--- src/rtl/i2cste_pkg.sv ---
// package for the i2c slave transaction engine
// mode, status, response and register index codes, default buffer depth
// no dependencies
package i2cste_pkg;

    localparam int BUF_DEPTH_DEF = 32;

    typedef enum logic [2:0] {
        MODE_BUS   = 3'd0,
        MODE_LOAD  = 3'd1,
        MODE_READ  = 3'd2,
        MODE_TAKE  = 3'd3,
        MODE_CLEAR = 3'd4
    } t_mode;

    typedef enum logic [2:0] {
        ST_WAIT     = 3'd0,
        ST_RECEIVED = 3'd1,
        ST_SENT     = 3'd2,
        ST_NACK     = 3'd3,
        ST_ERROR    = 3'd4
    } t_status;

    typedef enum logic [1:0] {
        RSP_NONE = 2'd0,
        RSP_ACK  = 2'd1,
        RSP_NACK = 2'd2
    } t_rsp;

    typedef enum logic {
        CFG_SEND_LEN = 1'b0,
        CFG_RECV_LEN = 1'b1
    } t_cfg_reg;

endpackage

--- src/rtl/i2c_slave_transaction_engine.sv ---
// I2C slave transaction engine: takes one item per clock cycle, back to back,
// unless stalled. Bus events, take and clear update the link state in the cycle
// they are accepted; the result passes through the stage-one register, with the
// registered read of the send or receive store, and the output register.
// Each store is accessed at most once per item, which sets the one-item-per-cycle
// rate. The receive store reads as zero until written, tracked by one valid bit
// per entry, so no clearing pass is needed after reset. Configuration writes are
// taken at any time and must only be issued while the engine is idle.
// top level, depends on i2cste_pkg and i2cste_ram
module i2c_slave_transaction_engine #(
    parameter int BUF_DEPTH = i2cste_pkg::BUF_DEPTH_DEF
) (
    input  logic       i_clk,
    input  logic       i_rst_n,
    input  logic       i_cfg_valid,
    output logic       o_cfg_ready,
    input  logic       i_cfg_index,
    input  logic [5:0] i_cfg_data,
    input  logic       i_valid,
    output logic       o_stall,
    input  logic [2:0] i_mode,
    input  logic       i_fault,
    input  logic       i_ap_flag,
    input  logic       i_ap_is_address,
    input  logic       i_master_reads,
    input  logic       i_data_flag,
    input  logic       i_master_nack,
    input  logic [7:0] i_rx_byte,
    input  logic [4:0] i_buffer_index,
    input  logic [7:0] i_buffer_value,
    output logic       o_valid,
    input  logic       i_stall,
    output logic [1:0] o_response,
    output logic       o_tx_valid,
    output logic [7:0] o_tx_byte,
    output logic [2:0] o_status,
    output logic       o_busy_res,
    output logic       o_done_res,
    output logic       o_last_dir,
    output logic [5:0] o_last_length,
    output logic [7:0] o_read_byte
);

    import i2cste_pkg::*;

    localparam int AW = (BUF_DEPTH > 1) ? $clog2(BUF_DEPTH) : 1;
    localparam logic [8:0] DEPTH9 = 9'(BUF_DEPTH);

    typedef struct packed {
        t_rsp    rsp;
        logic    txv;
        logic    send_rd;
        t_status status;
        logic    busy;
        logic    done;
        logic    ldir;
        logic [5:0] llen;
        logic    recv_rd;
        logic    recv_vld;
    } t_s1;

    typedef struct packed {
        t_rsp    rsp;
        logic    txv;
        logic [7:0] tx_byte;
        t_status status;
        logic    busy;
        logic    done;
        logic    ldir;
        logic [5:0] llen;
        logic [7:0] read_byte;
    } t_out;

    logic [5:0] r_send_len, r_recv_len;
    logic       r_open, n_open;
    logic [5:0] r_pos, n_pos;
    logic       r_dir, n_dir;
    t_status    r_res, n_res;
    logic       r_pdir, n_pdir;
    logic [5:0] r_plen, n_plen;
    logic [BUF_DEPTH-1:0] r_recv_vld;

    logic       r_s1_vld;
    t_s1        r_s1, n_s1;
    logic       r_out_vld;
    t_out       r_out, n_out;

    logic       in_acc, s1_adv;
    logic       send_wr, send_rd, recv_wr, recv_rd;
    logic [8:0] send_raddr9, recv_waddr9, idx9;
    logic [AW-1:0] send_raddr, recv_waddr, idx_addr;
    logic [7:0] send_rdata, recv_rdata;

    assign o_cfg_ready = 1'b1;
    assign s1_adv  = r_s1_vld && (!r_out_vld || !i_stall);
    assign o_stall = r_s1_vld && r_out_vld && i_stall;
    assign in_acc  = i_valid && !o_stall;
    assign idx9    = {4'd0, i_buffer_index};

    always_comb begin
        logic       go;
        logic [8:0] pos9;
        go = 1'b0;
        pos9 = 9'd0;
        n_open = r_open;
        n_pos = r_pos;
        n_dir = r_dir;
        n_res = r_res;
        n_pdir = r_pdir;
        n_plen = r_plen;
        n_s1 = '0;
        send_wr = 1'b0;
        send_rd = 1'b0;
        recv_wr = 1'b0;
        recv_rd = 1'b0;
        send_raddr9 = 9'd0;
        recv_waddr9 = 9'd0;
        if (in_acc) begin
            unique case (i_mode)
                MODE_BUS: begin
                    if (r_send_len != 6'd0 && r_recv_len != 6'd0) begin
                        if (i_fault) begin
                            n_open = 1'b0;
                            n_pos = 6'd0;
                            n_res = ST_ERROR;
                        end else begin
                            go = 1'b1;
                            if (i_ap_flag) begin
                                if (r_open) begin
                                    n_pdir = r_dir;
                                    n_plen = r_pos;
                                    n_res = r_dir ? ST_SENT : ST_RECEIVED;
                                    n_s1.done = 1'b1;
                                end
                                if (!i_ap_is_address) begin
                                    n_open = 1'b0;
                                    go = 1'b0;
                                end else begin
                                    n_open = 1'b1;
                                    n_pos = 6'd0;
                                    n_dir = i_master_reads;
                                    n_s1.rsp = RSP_ACK;
                                end
                            end
                            if (go && i_data_flag) begin
                                if (i_master_reads) begin
                                    if (n_pos != 6'd0 && i_master_nack) begin
                                        n_pos = n_pos - 6'd1;
                                    end
                                    n_s1.txv = 1'b1;
                                    pos9 = {3'd0, n_pos};
                                    if (pos9 < {3'd0, r_send_len} && pos9 < DEPTH9) begin
                                        send_rd = 1'b1;
                                        send_raddr9 = pos9;
                                        n_pos = n_pos + 6'd1;
                                    end
                                end else begin
                                    pos9 = {3'd0, n_pos};
                                    if (pos9 < {3'd0, r_recv_len} && pos9 < DEPTH9) begin
                                        recv_wr = 1'b1;
                                        recv_waddr9 = pos9;
                                        n_pos = n_pos + 6'd1;
                                        n_s1.rsp = RSP_ACK;
                                    end else begin
                                        n_res = ST_NACK;
                                        n_s1.rsp = RSP_NACK;
                                    end
                                end
                            end
                        end
                    end
                end
                MODE_LOAD: begin
                    send_wr = idx9 < DEPTH9;
                end
                MODE_READ: begin
                    recv_rd = idx9 < DEPTH9;
                end
                MODE_TAKE: begin
                    if (r_res == ST_RECEIVED || r_res == ST_SENT) begin
                        n_res = ST_WAIT;
                    end
                end
                MODE_CLEAR: begin
                    n_res = ST_WAIT;
                end
                default: ;
            endcase
        end
        n_s1.send_rd = send_rd;
        n_s1.recv_rd = recv_rd;
        n_s1.status = n_res;
        n_s1.busy = n_open;
        n_s1.ldir = n_pdir;
        n_s1.llen = n_plen;
        n_s1.recv_vld = r_recv_vld[idx_addr];
    end

    assign send_raddr = send_raddr9[AW-1:0];
    assign recv_waddr = recv_waddr9[AW-1:0];
    assign idx_addr   = idx9[AW-1:0];

    i2cste_ram #(
        .WIDTH (8),
        .DEPTH (BUF_DEPTH)
    ) u_send_ram (
        .i_clk     (i_clk),
        .i_wr_en   (send_wr),
        .i_wr_addr (idx_addr),
        .i_wr_data (i_buffer_value),
        .i_rd_en   (send_rd),
        .i_rd_addr (send_raddr),
        .o_rd_data (send_rdata)
    );

    i2cste_ram #(
        .WIDTH (8),
        .DEPTH (BUF_DEPTH)
    ) u_recv_ram (
        .i_clk     (i_clk),
        .i_wr_en   (recv_wr),
        .i_wr_addr (recv_waddr),
        .i_wr_data (i_rx_byte),
        .i_rd_en   (recv_rd),
        .i_rd_addr (idx_addr),
        .o_rd_data (recv_rdata)
    );

    always_comb begin
        n_out.rsp = r_s1.rsp;
        n_out.txv = r_s1.txv;
        n_out.tx_byte = r_s1.send_rd ? send_rdata : 8'd0;
        n_out.status = r_s1.status;
        n_out.busy = r_s1.busy;
        n_out.done = r_s1.done;
        n_out.ldir = r_s1.ldir;
        n_out.llen = r_s1.llen;
        n_out.read_byte = (r_s1.recv_rd && r_s1.recv_vld) ? recv_rdata : 8'd0;
    end

    always_ff @(posedge i_clk) begin
        if (!i_rst_n) begin
            r_send_len <= 6'd0;
            r_recv_len <= 6'd0;
            r_open <= 1'b0;
            r_pos <= 6'd0;
            r_dir <= 1'b0;
            r_res <= ST_WAIT;
            r_pdir <= 1'b0;
            r_plen <= 6'd0;
            r_recv_vld <= '0;
            r_s1_vld <= 1'b0;
            r_out_vld <= 1'b0;
        end else begin
            if (i_cfg_valid && o_cfg_ready) begin
                unique case (t_cfg_reg'(i_cfg_index))
                    CFG_SEND_LEN: r_send_len <= i_cfg_data;
                    CFG_RECV_LEN: r_recv_len <= i_cfg_data;
                endcase
            end
            r_open <= n_open;
            r_pos <= n_pos;
            r_dir <= n_dir;
            r_res <= n_res;
            r_pdir <= n_pdir;
            r_plen <= n_plen;
            if (recv_wr) begin
                r_recv_vld[recv_waddr] <= 1'b1;
            end
            if (in_acc) begin
                r_s1_vld <= 1'b1;
            end else if (s1_adv) begin
                r_s1_vld <= 1'b0;
            end
            if (s1_adv) begin
                r_out_vld <= 1'b1;
            end else if (!i_stall) begin
                r_out_vld <= 1'b0;
            end
        end
    end

    always_ff @(posedge i_clk) begin
        if (in_acc) begin
            r_s1 <= n_s1;
        end
        if (s1_adv) begin
            r_out <= n_out;
        end
    end

    assign o_valid       = r_out_vld;
    assign o_response    = r_out.rsp;
    assign o_tx_valid    = r_out.txv;
    assign o_tx_byte     = r_out.tx_byte;
    assign o_status      = r_out.status;
    assign o_busy_res    = r_out.busy;
    assign o_done_res    = r_out.done;
    assign o_last_dir    = r_out.ldir;
    assign o_last_length = r_out.llen;
    assign o_read_byte   = r_out.read_byte;

    a_pos_in_range: assert property (@(posedge i_clk) disable iff (!i_rst_n)
        {3'd0, r_pos} <= DEPTH9)
        else $error("position beyond buffer depth");

    a_item_enters_s1: assert property (@(posedge i_clk) disable iff (!i_rst_n)
        in_acc |=> r_s1_vld)
        else $error("accepted transaction lost before ram stage");

    a_full_blocks_input: assert property (@(posedge i_clk) disable iff (!i_rst_n)
        (r_s1_vld && r_out_vld && i_stall) |-> !in_acc)
        else $error("transaction accepted while pipeline is full");

    a_tx_zero: assert property (@(posedge i_clk) disable iff (!i_rst_n)
        (r_out_vld && !r_out.txv) |-> (r_out.tx_byte == 8'd0))
        else $error("tx byte set without tx valid");

endmodule

--- src/rtl/i2cste_ram.sv ---
// generic simple dual port ram, one write and one registered read per cycle
// read data holds while no read is issued
// no dependencies
module i2cste_ram #(
    parameter int WIDTH = 8,
    parameter int DEPTH = 32,
    localparam int AW = (DEPTH > 1) ? $clog2(DEPTH) : 1
) (
    input  logic             i_clk,
    input  logic             i_wr_en,
    input  logic [AW-1:0]    i_wr_addr,
    input  logic [WIDTH-1:0] i_wr_data,
    input  logic             i_rd_en,
    input  logic [AW-1:0]    i_rd_addr,
    output logic [WIDTH-1:0] o_rd_data
);

    logic [WIDTH-1:0] r_mem [DEPTH];
    logic [WIDTH-1:0] r_rd_data;

    always_ff @(posedge i_clk) begin
        if (i_wr_en) begin
            r_mem[i_wr_addr] <= i_wr_data;
        end
        if (i_rd_en) begin
            r_rd_data <= r_mem[i_rd_addr];
        end
    end

    assign o_rd_data = r_rd_data;

endmodule

--- config.mk ---
export PLATFORM = sky130hd
export DESIGN_NAME = i2c_slave_transaction_engine
export DESIGN_NICKNAME = d
export VERILOG_FILES = /design/src/rtl/i2cste_pkg.sv /design/src/rtl/i2c_slave_transaction_engine.sv /design/src/rtl/i2cste_ram.sv
export SDC_FILE = /design/constraint.sdc
export NUM_CORES = 1
export LEC_CHECK = 0
export BUFFER_PORTS_ARGS = -buffer_cell sky130_fd_sc_hd__buf_2
export CORE_MARGIN = 8
export CORE_UTILIZATION = 38
export CTS_CLUSTER_SIZE = 8
export DETAILED_ROUTE_END_ITERATION = 10
export PLACE_DENSITY = 0.55
export SYNTH_ARGS = -nofsm -noshare
export SYNTH_HDL_FRONTEND = slang
export SYNTH_HIERARCHICAL = 1
export SYNTH_SLANG_ARGS = --single-unit
--- constraint.sdc ---
create_clock -name i_clk -period 6.55 [get_ports i_clk]
set_input_delay 1.31 -clock i_clk [delete_from_list [all_inputs] [get_ports i_clk]]
set_output_delay 1.31 -clock i_clk [all_outputs]
set_load 0.01 [all_outputs]
==> results of run 1 <==
worst max path at each step:
stage | slack, ps | startpoint | endpoint
4_1_cts | 900 | i_ap_flag | u_send_ram/o_rd_data[7]
2_1_floorplan | 680 | i_ap_flag | u_send_ram/o_rd_data[0]
6_report | 880 | i_ap_flag | u_send_ram/o_rd_data[7]
3_5_place_dp | 250 | i_ap_flag | u_send_ram/o_rd_data[7]
5_1_grt | 550 | i_ap_flag | u_send_ram/o_rd_data[7]
3_3_place_gp | 370 | i_ap_flag | u_send_ram/o_rd_data[7]
worst max-delay path, cell delays in order:
cell,delay (ps)
buf_2,180
nand2_1,100
and2_0,350
inv_2,70
ha_1,200
nand2_1,150
xor2_1,110
nor3_1,390
ha_1,310
and4_1,190
o221a_2,170
nor3b_2,300
ha_1,200
and2_4,330
buf_4,290
mux4_2,580
mux4_2,510
mux2_2,270
cell usage after synthesis (13+ instances only):
cell | instances | area share
nand3_1 | 26 | 0.0050
buf_4 | 16 | 0.0047
and3_1 | 13 | 0.0032
clkbuf_1 | 30 | 0.0044
nor2_1 | 109 | 0.016
edfxtp_1 | 577 | 0.67
inv_1 | 23 | 0.0034
nand2_1 | 53 | 0.0077
nand4_1 | 13 | 0.0032
ha_1 | 13 | 0.0063
dfxtp_1 | 64 | 0.050
and2_1 | 22 | 0.0053
o21ai_0 | 31 | 0.0060
a21oi_1 | 18 | 0.0035
mux2_2 | 24 | 0.010
mux4_2 | 170 | 0.15
cells in the final DEF (no fill, tap or decap), drive strengths merged, types with 3 or more instances in the layout:
cell	Yosys	routed
a21bo	3	3
nor4b	3	3
a32o	3	3
xor2	3	3
and3	13	13
or2	5	5
nor4	6	6
a211o	3	3
a21oi	19	19
o21a	8	8
and2	23	23
edfxtp	577	577
or3	5	5
mux2	25	25
dfxtp	64	64
clkbuf	30	110
ha	13	13
clkinv	1	4
o211ai	3	3
nand4	13	13
mux4	170	170
mux2i	8	8
nor2	109	109
nand3b	11	11
a31oi	4	4
o31ai	8	8
nand2	53	53
nand3	26	26
nor3	13	13
inv	25	27
or3b	6	6
buf	36	126
o21ai	32	32
o221ai	3	3
nand2b	6	6
nor3b	4	4
final cells by class:
type,instances,area share
Sequential cell,641,0.624
Multi-Input combinational cell,637,0.226
Clock buffer,110,0.0794
Tap cell,873,0.0366
Timing Repair Buffer,126,0.0269
Clock inverter,6,0.00377
Inverter,26,0.00327
Antenna cell,1,0.0000839
sequential cells by signal, indices dropped and copies added (netlist names), 3 cells and up:
| name | flops |
|---|---|
| u_recv_ram/r_mem | 256 |
| u_send_ram/r_mem | 256 |
| r_recv_vld | 32 |
| n_out | 15 |
| o_read_byte | 8 |
| o_tx_byte | 8 |
| u_recv_ram/o_rd_data | 8 |
| u_send_ram/o_rd_data | 8 |
| o_last_length | 6 |
| r_plen | 6 |
| r_pos | 6 |
| r_recv_len | 6 |
| r_send_len | 6 |
| o_status | 3 |
| r_res | 3 |
| r_s1 | 3 |
power by group through the flow:
stage	sequential, W	clock, W	combinational, W
detailed placement	0.00457	0	0.000301
global route	0.00449	0.00439	0.000319
floorplan	0.00457	0	0.000158
finish	0.00450	0.00411	0.000296
global placement	0.00457	0	0.000297
CTS	0.00450	0.00422	0.000301
per-layer routing:
metal | part of all wire | up-vias | global-route usage
li1 | - | 5857 | -
met1 | 0.44 | 7000 | 0.214
met2 | 0.48 | 455 | 0.252
met3 | 0.059 | 102 | 0.0307
met4 | 0.024 | 0 | 0.0471
met5 | 0 | - | 0
cells by family after synthesis:
kind of cell | synth area share
xor gates and xnor gates | 0.00170
buffers and inverters | 0.0167
AOI/OAI and AO/OA | 0.0301
muxes | 0.163
and+or+nand+nor | 0.0602
adders and majority gates | 0.00631
other | 0.000146
DFF | 0.722
through the flow:
step	total power (W)	hold slack, ps	util	setup slack [ps]
6_report	0.00890	412	0.444	876
5_1_grt	0.00921	420	0.444	546
4_1_cts	0.00902	413	0.444	901
3_5_place_dp	0.00487	406	0.407	254
3_3_place_gp	0.00487	404	0.407	366
2_1_floorplan	0.00473	400	-	680
==> run_results.csv, run 1 <==
group,metric,value,unit
power,p_comb_frac,0.033,
route,wl_per_cell,25.0,µm
floorplan,io_pins,76,
power,seqPwrFrac,0.505,
layout,syn_to_final_growth,15.8,%
clock_tree,insertion_delay,620,ps
logic_synthesis,synth_nets,1425,
grt,gr-usage-all-layers,0.156,
setup_path,rr_startpoint,"r_pos[1]",
min_path,holdCritStartpoint,"n_out[14]",
layout,finalNetCount,1577,
floorplan,die_w,276,µm
power,irDropWorstVdd,0.000277,V
power,p_sw_frac,0.203,
logic_synthesis,async_flop_share,0,
sta,setup_viol,0,
logic_synthesis,ys_ff_latch,641,
setup_path,cp-start-kind,"input pin",
route,remaining_drc_errors,0,
clock_tree,root_buffer,"clkbuf_16",
clock_tree,cts_tree,"done",
placed_design,dp_cells,2303,
sta,period_needed,5670,ps
power,clockPowerShare,0.461,
grt,antenna_found_initial,1,
route,dr.pass1.iters,5,
clock_tree,cts_max_level,3,
power,net-switching-power,0.00180,W
clock_tree,hold_buffers,0,
power,intPower,0.00710,W
setup_path,r2r_setup_slack,1160,ps
grt,grt_max_degree,65,
clock_tree,cts_setup_buffers,0,
clock_tree,clock-sinks,641,
sta,skew,35.2,ps
status,outcome,"finished clean",
route,routed_wl,60.6,mm
route,drtIter0Drc,1098,
route,num_vias,13400,
sta,setup_tns,0,ps
logic_synthesis,syn-cell-area,25800,µm²
floorplan,core_area,67200,µm²
floorplan,die_area,76400,µm²
sta,hold_viol,0,
min_path,hold_depth,0,
logic_synthesis,synth_warnings,6,
sta,slew_violations,0,
grt,grt_pass1_vias,13700,
logic_synthesis,avgSynthCellArea,18.8,µm²
min_path,worstHoldPathType,"reg -> reg",
sta,rsz0062_at_grt,"false",
sta,worstMarginPinSlew,1170,ps
floorplan,fp-row-count,95,
logic_synthesis,yosys.cell_types.count,78,
logic_synthesis,synth_edf_count,577,
sta,slew_headroom,0.219,
clock_tree,numCtsBuffers,90,
placed_design,hpwlAfterDp,38.7,mm
grt,grt_first_pass_wirelength,90.7,mm
setup_path,arrival,6040,ps
setup_path,crit_fanout,14,
layout,layout-drive-gt1-share,0.291,
sta,timing.final.crit_share,0.866,
placed_design,dpl_cell_area,27400,µm²
logic_synthesis,netlist_instances,1370,
route,ant_nets,0,
layout,fillCellCount,5703,
layout,stdcell_count,2420,
grt,grt-ovfl-total,0,
power,power.density,298,nW/µm²
setup_path,cp.required,6910,ps
clock_tree,cts_buffer_depth,3,
clock_tree,ctsResizeCount,0,
sta,timing.fmax,176,MHz
min_path,holdPathEnd,"o_last_dir",
floorplan,start_util,0.384,
setup_path,reg2reg_to,"u_send_ram/o_rd_data[7]",
logic_synthesis,synth_ff_type,"edfxtp_1",
placed_design,gp_congestion,0.923,
setup_path,rr_worst_depth,16,
logic_synthesis,ys_seq_area_frac,0.722,
setup_path,crit_path_end_kind,"register",
power,p_leak,9.55,nW
layout,final_area,29800,µm²
layout,regArea,18600,µm²
route,viasPerCell,5.54,
floorplan,die_y,276,µm
layout,multiInputGateArea,6750,µm²
setup_path,critical_path_class,"in -> reg",
run,drv_cap,0,
clock_tree,cts.clk_slew.worst_paths,50,ps
placed_design,port_buffers,74,
No activity file was read; power rests on OpenSTA's default activity.
==> run 2, diff against run 1 <==
==> constraint.sdc (replaced) <==
create_clock -name i_clk -period 6.55 [get_ports i_clk]
set_input_delay 0.3275 -clock i_clk [delete_from_list [all_inputs] [get_ports i_clk]]
set_output_delay 0.3275 -clock i_clk [all_outputs]
set_load 0.01 [all_outputs]
==> run_results.csv, run 2 (synthesized netlist as in run 1, its figures left out) <==
group,metric,value,unit
floorplan,die_area,76400,µm²
setup_path,worst-path-buf-inv,3,
min_path,worstHoldPathType,"in -> reg",
grt,antenna_found_initial,3,
clock_tree,cts.clk_slew.worst_paths,50,ps
sta,fin_ws,922,ps
route,dr.max_layer_used,"met4",
clock_tree,cts_buffer_depth,3,
route,dr.pass1.iters,6,
setup_path,crit_chain,"and2_0, inv_2, ha_1, nand2_1, nor2_1, nand3_1, a21o_1, inv_1, ha_1, o21a_1, a21oi_1, nor3b_2, ha_1, and2_4, buf_4, mux4_2, mux4_2, mux2_2",
route,ant_nets,0,
sta,period_needed,5630,ps
floorplan,io_pins,76,
setup_path,cp_top_family,"simple AND/OR/NAND/NOR gates",
floorplan,core_area,67200,µm²
placed_design,port_buffers,74,
floorplan,fp-row-count,95,
grt,grt_pass1_vias,13700,
layout,top_regs,"u_recv_ram/r_mem: 256 flops, u_send_ram/r_mem: 256 flops, r_recv_vld: 32 flops",
setup_path,arrival,5990,ps
route,wl_met3,3.51,mm
sta,setup_tns,0,ps
route,routed_wl,60.1,mm
sta,rsz0062_at_grt,"false",
setup_path,crit_path_end_kind,"register",
sta,slew_headroom,0.226,
setup_path,critical_path_class,"reg -> reg",
grt,grt_first_pass_wirelength,90.2,mm
floorplan,die_w,276,µm
power,p_leak,9.42,nW
layout,final_area,29700,µm²
route,met1Wirelength,26.1,mm
sta,timing.final.crit_share,0.859,
sta,slew_violations,0,
route,viasPerCell,5.54,
power,irDropWorstVdd,0.000209,V
layout,antenna_cells,0,
clock_tree,insertion_delay,630,ps
layout,layout-drive-gt1-share,0.271,
layout,postLayoutCoreUtil,0.443,
power,power.density,301,nW/µm²
route,num_vias,13300,
clock_tree,clock-sinks,641,
run,drv_cap,0,
clock_tree,root_buffer,"clkbuf_16",
layout,finalNetCount,1554,
grt,grt-ovfl-total,0,
placed_design,place_ws,973,ps
layout,final_common_cell,"edfxtp_1",
sta,skew,50.6,ps
sta,worstMarginPinSlew,1160,ps
sta,hold_viol,0,
clock_tree,numCtsBuffers,90,
sta,timing.fmax,178,MHz
layout,fillCellCount,5739,
setup_path,cp-start-kind,"register",
grt,grt_max_degree,65,
clock_tree,cts_tree,"done",
setup_path,slowest_delay,580,ps
setup_path,crit_fanout,12,
power,p_total,0.00895,W
clock_tree,cts_max_level,3,
route,remaining_drc_errors,0,
setup_path,crit_path_frequent_cell,"ha_1",
sta,setup_viol,0,
status,outcome,"finished clean",
placed_design,hpwlAfterDp,37.6,mm
placed_design,dpl_cell_area,27100,µm²
route,wl_per_cell,25.0,µm
layout,most-common-layout-cells,"577 x edfxtp_1, 170 x mux4_2, 109 x nor2_1, 90 x clkbuf_16, 72 x buf_2",
floorplan,die_y,276,µm
layout,syn_to_final_growth,15.4,%
placed_design,gp_congestion,0.898,
floorplan,start_util,0.384,
route,drtIter0Drc,1074,
setup_path,cp_slowest_cell,"dfxtp_1",
setup_path,cp.required,6910,ps
grt,gr-usage-all-layers,0.155,
route,wl_met2,29.2,mm
==> run 2: layout make-up <==
cell class	count	area [µm²]	area share
clock inverters	8	163	0.00547
flip-flops and latches	641	18600	0.626
repair buffers	103	658	0.0221
multi-input cells	637	6750	0.227
inverters	26	97.6	0.00328
clock buffers	119	2360	0.0794
well taps	873	1090	0.0367
==> run 2: worst paths after layout <==
check                       from                      end  slack (ps)  cells past startpoint
setup / recovery        r_pos[1]  u_send_ram/o_rd_data[6]         920                     18
hold / removal    i_master_reads                    r_dir         130                      3
setup reg to reg        r_pos[1]  u_send_ram/o_rd_data[6]         920                     18
hold reg to reg        n_out[11]         o_last_length[3]         420                      0
==> run 2: worst min-delay path, cell delays in order <==
cell and delay, ps:
buf_2 180, mux2i_1 150, nor2_1 50
==> run 2: through the flow <==
step,hold slack [ps],instances
global placement,407,2269
CTS,71.1,2407
detailed placement,407,2269
floorplan,400,1370
global route,110,2407
finish,133,2407
==> run 2: report_power, final <==
| group | switching [W] | internal [W] | total (W) |
|---|---|---|---|
| clock | 0.00166 | 0.00250 | 0.00416 |
| sequential | 0.0000110 | 0.00449 | 0.00450 |
| combinational | 0.000191 | 0.000107 | 0.000298 |
| total | 0.00186 | 0.00709 | 0.00895 |
==> run 2: repair_timing <==
item	CTS	global route
setup buffers	0	0
gates resized for setup	0	0
endpoints found under the hold margin	14	0
hold buffers	11	0
==> run 2: per-layer routing <==
metal / vias up / global-route usage
li1: 5811 / -
met1: 6968 / 0.210
met2: 449 / 0.253
met3: 95 / 0.0330
met4: 0 / 0.0422
met5: - / 0
==> run 3, diff against run 2 <==
--- a/config.mk
+++ b/config.mk
@@ -11,6 +11,7 @@
 export CTS_CLUSTER_SIZE = 8
 export DETAILED_ROUTE_END_ITERATION = 10
 export PLACE_DENSITY = 0.55
+export RECOVER_POWER = 25
 export SYNTH_ARGS = -nofsm -noshare
 export SYNTH_HDL_FRONTEND = slang
 export SYNTH_HIERARCHICAL = 1
==> run_results.csv, run 3 (synthesized netlist as in run 1, its figures left out) <==
group,metric,value,unit
setup_path,arrival,6030,ps
sta,timing.fmax,176,MHz
sta,worstMarginPinSlew,1480,ps
setup_path,critical_path_class,"reg -> reg",
layout,postLayoutCoreUtil,0.442,
power,irDropWorstVdd,0.000210,V
clock_tree,cts_tree,"done",
sta,hold_viol,0,
route,num_vias,13300,
sta,slew_violations,0,
clock_tree,cts.clk_slew.worst_paths,50,ps
setup_path,cp_top_family,"simple AND/OR/NAND/NOR gates",
route,ant_nets,0,
layout,top_regs,"u_recv_ram/r_mem: 256 flops, u_send_ram/r_mem: 256 flops, r_recv_vld: 32 flops",
layout,fillCellCount,5743,
placed_design,gp_congestion,0.898,
setup_path,crit_fanout,12,
sta,slew_headroom,0.0118,
route,drtIter0Drc,1067,
clock_tree,root_buffer,"clkbuf_16",
layout,syn_to_final_growth,15.3,%
grt,grt_pass1_vias,13700,
grt,antenna_found_initial,3,
layout,final_common_cell,"edfxtp_1",
floorplan,io_pins,76,
route,wl_per_cell,24.9,µm
setup_path,crit_path_frequent_cell,"ha_1",
clock_tree,cts_max_level,3,
sta,setup_tns,0,ps
floorplan,die_w,276,µm
floorplan,start_util,0.384,
run,drv_cap,0,
clock_tree,cts_buffer_depth,3,
floorplan,core_area,67200,µm²
sta,period_needed,5670,ps
clock_tree,numCtsBuffers,90,
sta,timing.final.crit_share,0.866,
layout,antenna_cells,0,
setup_path,crit_path_end_kind,"register",
sta,rsz0062_at_grt,"false",
route,remaining_drc_errors,0,
route,viasPerCell,5.53,
layout,most-common-layout-cells,"577 x edfxtp_1, 170 x mux4_2, 109 x nor2_1, 90 x clkbuf_16, 64 x dfxtp_1",
placed_design,hpwlAfterDp,37.6,mm
clock_tree,cts_setup_buffers,0,
layout,layout-drive-gt1-share,0.261,
floorplan,fp-row-count,95,
clock_tree,clock-sinks,641,
route,routed_wl,60.0,mm
grt,grt_first_pass_wirelength,90.2,mm
grt,grt_max_degree,65,
setup_path,r2r_setup_slack,880,ps
sta,setup_viol,0,
power,power.density,301,nW/µm²
min_path,worstHoldPathType,"in -> reg",
setup_path,cp_slowest_cell,"dfxtp_1",
setup_path,crit_chain,"and2_0, inv_2, ha_1, nand2_1, nor2_1, nand3_1, a21o_1, inv_1, ha_1, o21a_1, a21oi_1, nor3b_2, ha_1, and2_4, buf_4, mux4_2, mux4_2, mux2_2",
floorplan,die_y,276,µm
sta,skew,48.6,ps
grt,grt-ovfl-total,0,
status,outcome,"finished clean",
setup_path,worst-path-buf-inv,3,
setup_path,cp.required,6910,ps
clock_tree,ctsResizeCount,0,
route,dr.pass1.iters,5,
floorplan,die_area,76400,µm²
placed_design,port_buffers,74,
layout,finalNetCount,1554,
grt,gr-usage-all-layers,0.155,
setup_path,cp-start-kind,"register",
power,p_leak,9.38,nW
setup_path,slowest_delay,580,ps
clock_tree,insertion_delay,630,ps
==> run 3: cell count changes in the layout (fill, tap and decap cells not counted) <==
cell / change
buf_2: -15
clkbuf_1: +15
==> run 3: per-layer routing <==
metal  part of all wire  vias up  track usage
li1                   -     5808            -
met1               0.43     6952        0.210
met2               0.49      449        0.253
met3              0.064       97       0.0330
met4              0.022        0       0.0422
met5                  0        -            0
==> run 3: metrics by stage <==
step	setup slack, ps	instance area (µm²)	power, W	instances	hold WS [ps]
2_1_floorplan	1660	25800	0.00473	1370	400
3_3_place_gp	1110	27100	0.00487	2269	407
3_5_place_dp	973	27100	0.00487	2269	407
4_1_cts	909	29700	0.00907	2407	71.1
5_1_grt	603	29700	0.00924	2407	110
6_report	881	29700	0.00895	2407	131
==> run 3: tightest hold or removal path, delay by kind of cell <==
family	cells	cell delay, ps
AO/OA/AOI/OAI	1	90
buffers and inverters	1	150
AND/OR/NAND/NOR	1	140
==> run 3: timing repair <==
item	CTS	global route
hold buffers	11	0
setup endpoints to repair	0	0
endpoints found under the hold margin	14	0
==> run 3: path summary, 6_finish.rpt <==
path / start / endpoint / depth (start not counted)
worst max register to register: r_pos[1] / u_send_ram/o_rd_data[6] / 18
worst max-delay path: r_pos[1] / u_send_ram/o_rd_data[6] / 18
worst min register to register: n_out[11] / o_last_length[3] / 0
worst min-delay path: i_data_flag / r_pos[1] / 3
==> run 3: cell type report <==
type,instances,area (µm²),area share
timing repair buffer,103,639,0.0215
clock buffer,119,2360,0.0795
sequential,641,18600,0.626
tap,873,1090,0.0368
clock inverter,8,163,0.00547
inverter,26,97.6,0.00328
multi-input combinational,637,6750,0.227
==> run 3: power by group <==
part / switching (W) / internal, W
Combinational: 0.000192 / 0.000105
Clock: 0.00166 / 0.00250
Sequential: 0.0000109 / 0.00449
